--- config.mk ---
export PLATFORM = sky130hd
export DESIGN_NAME = gregorian_date_adder_top_flat
export DESIGN_NICKNAME = d
export VERILOG_FILES = /design/src/hw/rtl/gda_pkg.sv /design/src/hw/rtl/gda_in_if.sv /design/src/hw/rtl/gda_out_if.sv /design/src/hw/rtl/gregorian_date_adder_top.sv /design/src/flat_wrapper.sv
export SDC_FILE = /design/constraint.sdc
export NUM_CORES = 1
export LEC_CHECK = 0
export BUFFER_PORTS_ARGS = -buffer_cell sky130_fd_sc_hd__buf_2
export CAP_MARGIN = 25
export CORE_MARGIN = 3
export CORE_UTILIZATION = 55
export CTS_CLUSTER_SIZE = 14
export DETAILED_ROUTE_END_ITERATION = 8
export GPL_TIMING_DRIVEN = 0
export PLACE_DENSITY = 0.76
export SLEW_MARGIN = 10
export SYNTH_ARGS = -nofsm -noshare
export SYNTH_HDL_FRONTEND = slang
export SYNTH_SLANG_ARGS = --single-unit
--- constraint.sdc ---
create_clock -name clk -period 6.32 [get_ports clk]
set_input_delay 0.316 -clock clk [delete_from_list [all_inputs] [get_ports clk]]
set_output_delay 0.316 -clock clk [all_outputs]
set_load 0.02 [all_outputs]
--- src/hw/rtl/gda_pkg.sv ---
// Shared constants and the month-length function for the Gregorian date adder.
package gda_pkg;

  localparam int unsigned DayW   = 5;
  localparam int unsigned MonthW = 4;
  localparam int unsigned YearW  = 14;
  localparam int unsigned AddDW  = 16;
  localparam int unsigned AddMW  = 12;
  localparam int unsigned AddYW  = 12;

  // Working year needs one more bit than the port: carries may pass 16383.
  localparam int unsigned WorkYearW = YearW + 1;
  // Start day plus added days fits in this width.
  localparam int unsigned WorkDayW  = AddDW + 1;
  localparam int unsigned SubW      = WorkDayW;

  localparam logic [MonthW-1:0] MonJan = MonthW'(1);
  localparam logic [MonthW-1:0] MonFeb = MonthW'(2);
  localparam logic [MonthW-1:0] MonApr = MonthW'(4);
  localparam logic [MonthW-1:0] MonJun = MonthW'(6);
  localparam logic [MonthW-1:0] MonSep = MonthW'(9);
  localparam logic [MonthW-1:0] MonNov = MonthW'(11);
  localparam logic [MonthW-1:0] MonDec = MonthW'(12);

  localparam int unsigned MonthsPerYear = 12;
  localparam int unsigned LeapCycle     = 400;

  function automatic logic [DayW-1:0] month_len(input logic leap,
                                                input logic [MonthW-1:0] month);
    logic [DayW-1:0] len;
    case (month)
      MonFeb:                          len = leap ? DayW'(29) : DayW'(28);
      MonApr, MonJun, MonSep, MonNov:  len = DayW'(30);
      default:                         len = DayW'(31);
    endcase
    return len;
  endfunction

endpackage

--- src/hw/rtl/gda_in_if.sv ---
// Input channel: start date and the counts to add.
interface gda_in_if;
  import gda_pkg::*;

  logic              valid;
  logic              ready;
  logic [DayW-1:0]   start_day;
  logic [MonthW-1:0] start_month;
  logic [YearW-1:0]  start_year;
  logic [AddDW-1:0]  add_days;
  logic [AddMW-1:0]  add_months;
  logic [AddYW-1:0]  add_years;

  modport source (output valid, start_day, start_month, start_year,
                  add_days, add_months, add_years, input ready);
  modport sink   (input valid, start_day, start_month, start_year,
                  add_days, add_months, add_years, output ready);
endinterface

--- src/hw/rtl/gda_out_if.sv ---
// Output channel: resulting date.
interface gda_out_if;
  import gda_pkg::*;

  logic              valid;
  logic              ready;
  logic [DayW-1:0]   result_day;
  logic [MonthW-1:0] result_month;
  logic [YearW-1:0]  result_year;

  modport source (output valid, result_day, result_month, result_year, input ready);
  modport sink   (input valid, result_day, result_month, result_year, output ready);
endinterface

--- src/hw/rtl/gregorian_date_adder_top.sv ---
// Gregorian date adder: start date plus days, then months, then years.
//
// One date at a time. After a beat is taken the block runs one shared
// subtractor under a small sequencer: first it reduces the start year
// modulo 400 to track the leap rule as the year carries, then it takes
// away one month length per cycle until the day fits, then it steps
// whole years out of the added months, 12 per cycle, then settles the
// month and rolls any day overflow, and adds the years while writing
// the result. The input is ready only when the sequencer is idle; the
// result sits in an output register until taken.
module gregorian_date_adder_top (
  input  logic      clk,
  input  logic      rst,
  gda_in_if.sink    din,
  gda_out_if.source dout
);
  import gda_pkg::*;

  typedef enum logic [6:0] {
    S_IDLE  = 7'b0000001,
    S_INIT  = 7'b0000010,
    S_DAYS  = 7'b0000100,
    S_MSTEP = 7'b0001000,
    S_MFIX  = 7'b0010000,
    S_ROLL  = 7'b0100000,
    S_DONE  = 7'b1000000
  } state_t;

  state_t               state;
  logic [WorkDayW-1:0]  day;
  logic [MonthW-1:0]    month;
  logic [WorkYearW-1:0] year;
  logic [WorkYearW-1:0] ymod;
  logic [AddMW-1:0]     rem;
  logic [AddYW-1:0]     nyears;

  logic [SubW-1:0]      sub_a;
  logic [SubW-1:0]      sub_b;
  logic [SubW:0]        diff;
  logic                 borrow;
  logic                 leap;
  logic [DayW-1:0]      len;
  logic                 day_fits;
  logic [DayW-1:0]      start_d;
  logic [MonthW-1:0]    start_m;
  logic [DayW-1:0]      mtot;
  logic [YearW-1:0]     year_sum;

  // ymod holds year mod 400 once the initial reduction is done.
  assign leap = (ymod[1:0] == 2'b00) && (ymod != WorkYearW'(100)) &&
                (ymod != WorkYearW'(200)) && (ymod != WorkYearW'(300));
  assign len  = month_len(leap, month);

  // Shared subtractor.
  always_comb begin
    case (state)
      S_INIT: begin
        sub_a = SubW'(ymod);
        sub_b = SubW'(LeapCycle);
      end
      S_DAYS, S_ROLL: begin
        sub_a = day;
        sub_b = SubW'(len);
      end
      S_MSTEP: begin
        sub_a = SubW'(rem);
        sub_b = SubW'(MonthsPerYear);
      end
      default: begin
        sub_a = '0;
        sub_b = '0;
      end
    endcase
  end

  assign diff     = {1'b0, sub_a} - {1'b0, sub_b};
  assign borrow   = diff[SubW];
  assign day_fits = borrow || (diff[SubW-1:0] == '0);

  assign start_d  = (din.start_day == '0) ? DayW'(1) : din.start_day;
  assign start_m  = (din.start_month == '0) ? MonJan :
                    (din.start_month > MonDec) ? MonDec : din.start_month;

  // Zero-based month plus leftover months, below 23.
  assign mtot     = DayW'(month) - DayW'(1) + DayW'(rem);
  assign year_sum = YearW'(year) + YearW'(nyears);

  assign din.ready = (state == S_IDLE);

  always_ff @(posedge clk) begin
    if (rst) begin
      state      <= S_IDLE;
      dout.valid <= 1'b0;
    end else begin
      // S_DONE drives the output register itself.
      if (dout.valid && dout.ready && (state != S_DONE)) begin
        dout.valid <= 1'b0;
      end
      case (state)
        S_IDLE: begin
          if (din.valid) begin
            day    <= WorkDayW'(start_d) + WorkDayW'(din.add_days);
            month  <= start_m;
            year   <= WorkYearW'(din.start_year);
            ymod   <= WorkYearW'(din.start_year);
            rem    <= din.add_months;
            nyears <= din.add_years;
            state  <= S_INIT;
          end
        end
        S_INIT: begin
          if (borrow) begin
            state <= S_DAYS;
          end else begin
            ymod <= diff[WorkYearW-1:0];
          end
        end
        S_DAYS, S_ROLL: begin
          if (day_fits) begin
            state <= (state == S_DAYS) ? S_MSTEP : S_DONE;
          end else begin
            day <= diff[SubW-1:0];
            if (month == MonDec) begin
              month <= MonJan;
              year  <= year + WorkYearW'(1);
              ymod  <= (ymod == WorkYearW'(LeapCycle - 1)) ? '0 : ymod + WorkYearW'(1);
            end else begin
              month <= month + MonthW'(1);
            end
          end
        end
        S_MSTEP: begin
          if (borrow) begin
            state <= S_MFIX;
          end else begin
            rem  <= diff[AddMW-1:0];
            year <= year + WorkYearW'(1);
            ymod <= (ymod == WorkYearW'(LeapCycle - 1)) ? '0 : ymod + WorkYearW'(1);
          end
        end
        S_MFIX: begin
          if (mtot >= DayW'(MonthsPerYear)) begin
            month <= MonthW'(mtot - DayW'(MonthsPerYear - 1));
            year  <= year + WorkYearW'(1);
            ymod  <= (ymod == WorkYearW'(LeapCycle - 1)) ? '0 : ymod + WorkYearW'(1);
          end else begin
            month <= MonthW'(mtot + DayW'(1));
          end
          state <= S_ROLL;
        end
        S_DONE: begin
          // Hold until the output register is free.
          if (!dout.valid || dout.ready) begin
            dout.valid        <= 1'b1;
            dout.result_day   <= day[DayW-1:0];
            dout.result_month <= month;
            dout.result_year  <= year_sum;
            state             <= S_IDLE;
          end
        end
        default: begin
          state <= S_IDLE;
        end
      endcase
    end
  end

endmodule

--- src/flat_wrapper.sv ---
// flat-port wrapper written by rule: the top's interface ports become plain ports
module gregorian_date_adder_top_flat import gda_pkg::*;
  (clk, rst, din_valid, din_start_day, din_start_month, din_start_year, din_add_days, din_add_months, din_add_years, din_ready, dout_valid, dout_result_day, dout_result_month, dout_result_year, dout_ready);
  gda_in_if din_i ();
  gda_out_if dout_i ();
  input  logic clk;
  input  logic rst;
  input wire logic [$bits(din_i.valid)-1:0] din_valid;
  input wire logic [$bits(din_i.start_day)-1:0] din_start_day;
  input wire logic [$bits(din_i.start_month)-1:0] din_start_month;
  input wire logic [$bits(din_i.start_year)-1:0] din_start_year;
  input wire logic [$bits(din_i.add_days)-1:0] din_add_days;
  input wire logic [$bits(din_i.add_months)-1:0] din_add_months;
  input wire logic [$bits(din_i.add_years)-1:0] din_add_years;
  output wire logic [$bits(din_i.ready)-1:0] din_ready;
  output wire logic [$bits(dout_i.valid)-1:0] dout_valid;
  output wire logic [$bits(dout_i.result_day)-1:0] dout_result_day;
  output wire logic [$bits(dout_i.result_month)-1:0] dout_result_month;
  output wire logic [$bits(dout_i.result_year)-1:0] dout_result_year;
  input wire logic [$bits(dout_i.ready)-1:0] dout_ready;
  assign din_i.valid = din_valid;
  assign din_i.start_day = din_start_day;
  assign din_i.start_month = din_start_month;
  assign din_i.start_year = din_start_year;
  assign din_i.add_days = din_add_days;
  assign din_i.add_months = din_add_months;
  assign din_i.add_years = din_add_years;
  assign din_ready = din_i.ready;
  assign dout_valid = dout_i.valid;
  assign dout_result_day = dout_i.result_day;
  assign dout_result_month = dout_i.result_month;
  assign dout_result_year = dout_i.result_year;
  assign dout_i.ready = dout_ready;
  gregorian_date_adder_top u_core (.clk(clk), .rst(rst), .din(din_i), .dout(dout_i));
endmodule
==> results.yml, run 1 <==
detailed_routing:
  antenna_left: 0
  drt_first_iter_violations: 741
  vias_per_cell: 6.13
  via_count: 6369
  wl_per_cell_um: 20.0
  routed_wl_um: 20700
  dr.pass1.iters: 8
  drc: 0
pwr:
  p_leak_nw: 3.32
  peakVddDrop_mv: 0.167
  total_power_mw: 2.79
  power_density_nw_per_um2: 340
logic_synthesis:
  netlist_instances: 760
  synth_area_leaders: "edfxtp_1 (41%), ha_1 (7.3%), o21ai_0 (4.8%), xnor2_1 (4.7%), nand2_1 (4.4%)"
  ys.flop_type: "edfxtp_1"
  yosysSeqAreaShare: 0.435
  ys_async_sr_fraction: 0
  yosys_warnings: 0
  synth.distinct_cells: 68
  synth_nets: 872
  synth-edff-count: 97
  synth_top_cell_by_area: "edfxtp_1"
  synth_seq_cells: 105
  synth.top_cell.area_share: 0.412
  syn-mean-instance-area_um2: 9.30
  syn_area_um2: 7070
critical_path:
  cp.arrival_ps: 6170
  endpoint_kind: "flop"
  worstPathMaxFanout: 13
  crit_type: "flop to flop"
  crit_path_end: "u_core.day[5]"
  worst_r2r_endpoint: "u_core.day[5]"
  r2r_slack_ps: 210
  cp-start-kind: "flop"
  timing.rr.start: "u_core.state[0]"
  reg2reg_depth: 19
  cp-startpoint: "u_core.state[0]"
  critPathRequiredTime_ps: 6380
grt:
  overflow: 0
  first_global_vias: 6048
  grt_first_pass_wirelength_um: 32600
  grtUsageMet3: 0.0513
  grt_max_degree: 18
  met1_usage: 0.412
  grt.met2_usage: 0.468
  grt_usage: 0.292
  grt-busiest-layer: "met2"
  antenna_found_initial: 0
floorplan:
  rows: 40
  die_area_um2: 14200
  core_area_um2: 12300
  die_w_um: 119
  die_h_um: 119
  initial_core_util: 0.576
  io_pins: 92
hold_path:
  hp-class: "input pin to flop"
  min_from: "din_add_years[8]"
placed_design:
  dpl_cell_area_um2: 7800
  io_buffers: 91
  dpl.hpwl_um: 16100
  pre_cts_ws_ps: -424
  gp_congestion: 0.970
final_layout:
  antenna_cells: 0
  finalCoreUtilization: 0.671
  stdcell_area_um2: 8230
  nets: 979
  drive_above_1_share: 0.163
  area_delta_synth_final_pct: 16.4
sta:
  final_hold_viol_count: 0
  max_clock_freq_mhz: 164
  setup_viol_count_final: 0
  rsz0062_at_grt: "false"
  fin_crit_ps: 6110
  fin_crit_sh: 0.966
  finalClockSkew_ps: 8.78
  tns_ps: 0
  worst_slew_pin_slew_ps: 863
  fin_ws_ps: 214
  slew_viol_final: 0
  relSlewSlack: 0.425
clock_tree:
  cts.sink_count: 105
  cts_made_buffers: 9
  root_buffer: "clkbuf_16"
  cts.htree.levels: 3
  clkTransAtPathRegs_ps: 70
  cts_hold_buf: 0
  cts_buffer_depth: 2
  insertion_delay_ps: 360
  cts_tree: "done"
status:
  status: "finished clean"
flow_run:
  drv_cap: 0
flip-flops by register name, summed over array words and instances (netlist names):
name                      count
u_core.nyears                12
u_core.dout.valid             1
u_core.year                  14
u_core.ymod                  15
u_core.dout.result_month      4
u_core.dout.result_day        5
u_core.rem                   12
u_core.dout.result_year      14
u_core.state                  7
u_core.day                   17
u_core.month                  4
kinds of logic (layout without fill, tap and decap cells):
logic type	after synthesis	count (layout)	synth area share
compound gates	209	209	0.189
xor+xnor	61	61	0.0756
fa+ha+maj	45	45	0.0839
buf+inv	87	198	0.0485
flops	105	105	0.435
mux	1	1	0.00142
simple gates	252	252	0.167
placed cells by master (no fill, tap or decap), types with 23 or more instances in the layout:
master and instances:
a21oi_1 50, buf_2 92, edfxtp_1 97, ha_1 41, inv_1 54, nand2_1 82
nand3_1 33, nor2_1 72, o21ai_0 68, xnor2_1 37, xor2_1 23
report_power, final:
part | switching (mW) | internal, mW | total (mW)
clock | 0.267 | 0.348 | 0.614
sequential | 0.106 | 0.897 | 1.00
combinational | 0.741 | 0.436 | 1.18
layout make-up:
class                   instances  area (um2)
fillers                       984        4030
clock buffers                   9         225
repair buffers                 97         524
inverters                      54         203
clock inverters                 6        90.1
plain buffers                  32         143
multi-input cells             568        3760
well taps                     168         210
flip-flops and latches        105        3070
worst min path at each step:
stage                                           end  cells after the start
after global routing              u_core.nyears[11]                      1
after CTS                          u_core.nyears[8]                      1
after floorplan                    u_core.nyears[0]                      0
after global placement    u_core.dout.result_day[1]                      0
final                              u_core.nyears[8]                      1
after detailed placement  u_core.dout.result_day[1]                      0
worst max-delay path, stage by stage, from the launching register on:
cell and delay, ps:
dfxtp_1 400, nor3_2 350, and3_4 250, buf_6 140, clkbuf_2 260, clkbuf_2 290, clkbuf_2 320, a222oi_1 100
inv_1 140, ha_1 240, nor2b_1 140, o31ai_1 310, a21oi_1 340, o311a_1 540, a2111oi_0 650, nor4b_1 200
a31oi_1 350, nand2_1 160, a21oi_2 370, buf_8 220
synthesized netlist by cell type (4+ instances only):
cell      count
and2_1        6
a21oi_1      53
or3_1         5
nor2_1       72
fa_1          4
o21a_1        4
xor2_1       23
clkbuf_1     27
nand3_1      33
nor3_1       15
xnor2_1      38
edfxtp_1     97
a222oi_1      8
and3_1        8
inv_1        54
a21o_1        8
dfxtp_1       8
o21ai_0      68
a31oi_1       6
a211oi_1      6
nor4b_1       5
nand4b_1      4
a22oi_1       8
nand2_1      82
ha_1         41
o221ai_1      5
nor2b_1       8
per-stage QoR:
step / instances / hold slack (ps)
3_3_place_gp: 1019 / 454
2_1_floorplan: 760 / 415
5_1_grt: 1039 / 118
6_report: 1039 / 129
3_5_place_dp: 1024 / 466
4_1_cts: 1039 / 123
routing by layer:
metal,up-vias,wire (um)
met2,319,9560
met4,0,423
li1,2997,-
met3,36,1650
met5,-,0
met1,3017,9110
timing repair:
item / 4_1_cts / 5_1_grt
setup buffers: 0 / 1
endpoints found under the setup margin: 50 / 50
pin swaps: 0 / 1
resized for setup: 10 / 11
endpoints found under the hold margin: 0 / 0
(Power assumes the default switching activity.)
==> run 2, diff against run 1 <==
Settings changed: CORE_UTILIZATION 55 to 53, PLACE_DENSITY 0.76 to 0.77.
Clock period 6.32 ns to 5.45 ns, I/O delays scaled along.
==> run 2 against run 1 <==
  * Clock-buffer cell count unchanged
  * Flip-flop and latch count did not move
  * Fmax up 15%
  * First-iteration DRC count is 0.40% lower
  * Routed wire length shrank 6.8%
  * Largest power group unchanged
  * Critical path type unchanged
==> results.yml, run 2 (synthesized netlist as in run 1, its figures left out) <==
sta:
  fin_crit_ps: 5310
  finalClockSkew_ps: 8.64
  slew_viol_final: 0
  max_clock_freq_mhz: 188
  relSlewSlack: 0.438
  final_hold_viol_count: 0
  fin_crit_sh: 0.974
  worst_slew_pin_slew_ps: 843
  setup_viol_count_final: 0
detailed_routing:
  drt_first_iter_violations: 738
  dr.pass1.iters: 6
  drc: 0
  wl_per_cell_um: 18.4
  vias_per_cell: 6.06
  routed_wl_um: 19300
  via_count: 6350
  antenna_left: 0
grt:
  grt-busiest-layer: "met2"
  grt_usage: 0.264
  grt_first_pass_wirelength_um: 30100
  met1_usage: 0.370
  grtUsageMet3: 0.0392
  grt.met2_usage: 0.419
  first_global_vias: 5840
  antenna_found_initial: 0
  grt_max_degree: 20
  overflow: 0
floorplan:
  die_h_um: 121
  die_w_um: 121
  io_pins: 92
  core_area_um2: 12800
  initial_core_util: 0.551
  die_area_um2: 14800
  rows: 41
clock_tree:
  cts_made_buffers: 9
  clkTransAtPathRegs_ps: 80
  insertion_delay_ps: 360
  cts.htree.levels: 3
  cts_buffer_depth: 2
  cts_hold_buf: 0
  cts.sink_count: 105
  cts_tree: "done"
  root_buffer: "clkbuf_16"
critical_path:
  crit_type: "flop to flop"
  cp.arrival_ps: 5440
  worstPathMaxFanout: 10
  critPathRequiredTime_ps: 5580
  endpoint_kind: "flop"
  cp-start-kind: "flop"
placed_design:
  io_buffers: 91
  gp_congestion: 0.925
  dpl.hpwl_um: 14700
pwr:
  pwr-share-clk: 0.206
  total_power_mw: 3.35
  peakVddDrop_mv: 0.177
  combPwrFrac: 0.446
  p_leak_nw: 3.38
  power.internal_mw: 2.02
  seqPwrFrac: 0.348
  power_density_nw_per_um2: 398
  p_switching_mw: 1.33
  p_sw_frac: 0.398
final_layout:
  top_regs: "u_core.day (17), u_core.ymod (15)"
  final_cell_mix: "edfxtp_1 (97), buf_2 (92), nand2_1 (82)"
  antenna_cells: 0
  finalCoreUtilization: 0.656
  final_common_cell: "edfxtp_1"
  nets: 982
  area_delta_synth_final_pct: 19.1
  drive_above_1_share: 0.190
  largest_register_ffs: 17
  largest_register: "u_core.day"
flow_run:
  drv_cap: 0
hold_path:
  hp-class: "input pin to flop"
status:
  status: "finished clean"
## run 2: layout make-up
cell class	instances	area (um2)
clock inverters	7	87.6
inverters	54	203
multi-input cells	568	3900
repair buffers	102	563
flip-flops and latches	105	3080
clock buffers	9	225
plain buffers	30	143
well taps	172	215
fillers	1060	4410
## run 2: path summary, 6_finish.rpt
check / from / to / slack (ps) / cells past startpoint
min reg2reg: u_core.day[0] / u_core.dout.result_day[0] / 500 / 0
max reg2reg: u_core.state[2] / u_core.year[2] / 140 / 22
max: u_core.state[2] / u_core.year[2] / 140 / 22
min: din_add_years[2] / u_core.nyears[2] / 80 / 1
## run 2: timing repair
| item | 4_1_cts | 5_1_grt |
|---|---|---|
| pin swaps | 4 | 2 |
| cloned | 0 | 0 |
| buffers inserted | 5 | 2 |
| setup endpoints to repair | 54 | 50 |
| gates resized for setup | 30 | 27 |
## run 2: stage by stage
step                TNS, ps  instances  worst slack [ps]  hold WS (ps)  area (um2)
finish                    0       1047               139          81.8        8420
global route           -164       1047             -22.9          81.0        8420
CTS                       0       1047              9.15          75.6        8290
detailed placement   -52640       1027             -1130           451        7790
global placement     -57560       1023             -1300           450        7750
floorplan                 0        760              57.7           371        7080
## run 2: critical path: stages, from the launching register on
cell and delay [ps]:
dfxtp_1 310, buf_6 140, xor2_1 170, and3_4 190, buf_6 130, clkbuf_2 210, buf_4 230, clkbuf_4 210
a222oi_1 270, ha_2 240, inv_1 50, fa_1 420, a211o_1 340, a21oi_4 210, a31oi_2 220, or4_4 580
a222oi_1 240, buf_4 180, a31oi_2 100, o221ai_2 170, buf_4 180, a21oi_4 60, buf_4 220
## run 2: per-layer routing
layer  vias up  part of all wire
li1       3000                 -
met5         -                 0
met4         0             0.025
met1      2973              0.42
met3        36             0.091
met2       341              0.46
## run 2: power groups by stage
stage               combinational (mW)  clock, mW  sequential (mW)
floorplan                        0.905          0             1.13
global placement                  1.21          0             1.17
detailed placement                1.24          0             1.17
CTS                               1.36      0.692             1.16
global route                      1.62      0.714             1.18
finish                            1.49      0.688             1.17
==> run 3, diff against run 2 <==
Clock period 5.45 ns to 4.7 ns, I/O delays scaled along.
==> run 3 against run 2 <==
  * Worst hold slack lost 36 ps
  * First-iteration DRC count shrank 1.6%
  * Sequential power grew 15%
  * Total power grew 29%
  * Worst setup slack lost 110 ps
  * Flip-flop and latch count is the same
  * Non-clock buffer count grew 56
  * Critical path depth is the same
  * Clock skew grew 6.1 ps
  * Final cell count grew 5.3%
  * Combinational power grew 46%
  * Cell area grew 9.0%
  * Largest power group unchanged
  * Highest routed layer unchanged
==> results.yml, run 3 (synthesized netlist as in run 1, its figures left out) <==
floorplan:
  io_pins: 92
  die_h_um: 121
  die_w_um: 121
  core_area_um2: 12800
  die_area_um2: 14800
  initial_core_util: 0.551
  rows: 41
sta:
  slew_viol_final: 0
  worst_slew_pin_slew_ps: 886
  fin_crit_sh: 0.994
  max_clock_freq_mhz: 214
  finalClockSkew_ps: 14.7
  final_hold_viol_count: 0
  whs_ps: 45.7
  fin_crit_ps: 4670
  relSlewSlack: 0.410
  rsz0062_at_grt: "true"
  setup_viol_count_final: 0
clock_tree:
  cts.sink_count: 105
  root_buffer: "clkbuf_16"
  clkTransAtPathRegs_ps: 70
  cts_hold_buf: 0
  insertion_delay_ps: 360
  cts_tree: "done"
  cts.htree.levels: 3
  cts_buffer_depth: 2
  cts_made_buffers: 9
detailed_routing:
  wl_met2_um: 10700
  wl_met1_um: 8620
  drt_first_iter_violations: 726
  dr.pass1.iters: 6
  antenna_left: 0
  via_count: 6739
  wl_met3_um: 2080
  vias_per_cell: 6.11
  wl_per_cell_um: 20.0
  drc: 0
  highest_layer: "met4"
  routed_wl_um: 22100
final_layout:
  area_delta_synth_final_pct: 29.9
  stdcell_area_um2: 9180
  largest_register: "u_core.day"
  final_cells: 1103
  top_regs: "u_core.day (17), u_core.ymod (15)"
  drive_above_1_share: 0.271
  antenna_cells: 0
  final_cell_mix: "edfxtp_1 (97), buf_2 (92), nand2_1 (82)"
  largest_register_ffs: 17
  final_common_cell: "edfxtp_1"
  finalCoreUtilization: 0.716
  nets: 1038
critical_path:
  path_buf_inv: 7
  crit_chain: "inv_1, nand3_1, a211oi_1, o221ai_2, a21oi_2, a2111oi_2, buf_2, ha_4, inv_2, fa_2, a211o_1, a21oi_4, buf_4, buf_4, nand3_1, o311a_4, nor4b_4, a31oi_4, o221ai_2, buf_4, a31oi_4, buf_12"
  endpoint_kind: "flop"
  cp.arrival_ps: 4750
  critPathRequiredTime_ps: 4780
  crit_slowest_cell: "edfxtp_1"
  crit_type: "flop to flop"
  crit_top_cell: "buf_4"
  cp_top_family: "compound AO/OA/AOI/OAI gates"
  worstPathMaxFanout: 8
  r2r_slack_ps: 30
  cp_slowest_stage_delay_ps: 400
  cp-start-kind: "flop"
pwr:
  p_leak_nw: 3.75
  peakVddDrop_mv: 0.285
  power_density_nw_per_um2: 472
placed_design:
  dpl.cell_count: 1027
  io_buffers: 91
  dpl_cell_area_um2: 7890
  gp_congestion: 0.984
  dpl.hpwl_um: 15800
status:
  status: "finished clean"
flow_run:
  drv_cap: 0
grt:
  grt_max_degree: 21
  antenna_found_initial: 0
  grt_first_pass_wirelength_um: 33600
  overflow: 0
  first_global_vias: 6456
  grt_usage: 0.296
hold_path:
  hp-class: "input pin to flop"
run 3: cell count changes in the layout (fill, tap and decap cells not counted), sizes merged:
| cell | before | now |
|---|---|---|
| bufinv | 1 | 2 |
| inv | 57 | 54 |
| buf | 108 | 170 |
| clkbuf | 33 | 28 |
| clkinv | 3 | 4 |
run 3: power by group:
| group | leakage (nW) | internal [mW] | switching [mW] |
|---|---|---|---|
| clock | 0.154 | 0.465 | 0.346 |
| combinational | 2.63 | 0.961 | 1.21 |
| sequential | 0.962 | 1.21 | 0.136 |
| total | 3.75 | 2.64 | 1.70 |
run 3: routing by layer:
layer | vias up | track usage
met5 | - | 0
met4 | 0 | 0.106
met3 | 59 | 0.0555
met2 | 371 | 0.495
met1 | 3196 | 0.385
li1 | 3113 | -
run 3: final timing paths:
| path | start | endpoint | cells past startpoint |
|---|---|---|---|
| max reg2reg | u_core.ymod[9] | u_core.ymod[4] | 22 |
| min | din_add_years[4] | u_core.nyears[4] | 1 |
| max | u_core.ymod[9] | u_core.ymod[4] | 22 |
| min reg2reg | u_core.day[3] | u_core.dout.result_day[3] | 0 |
run 3: layout make-up:
type,instances,area (um2)
clock inverters,6,82.6
fillers,960,3650
flip-flops and latches,105,3090
well taps,172,215
multi-input cells,568,4100
inverters,54,203
clock buffers,10,229
repair buffers,164,1090
plain buffers,24,160
run 3: timing repair:
| action | in CTS | in global routing |
|---|---|---|
| buffers inserted | 39 | 28 |
| pin swaps | 21 | 29 |
| resized for setup | 64 | 48 |
| cloned | 2 | 0 |
| hold endpoints to repair | 0 | 0 |
| setup endpoints to repair | 77 | 66 |
run 3: metrics by stage:
stage	power (mW)	setup slack [ps]	TNS, ps
after floorplan	2.40	5.58	0
after global placement	2.79	-1600	-92290
after detailed placement	2.85	-1360	-74020
after CTS	4.08	-166	-5270
after global routing	4.52	-96.2	-2320
final	4.33	27.9	0
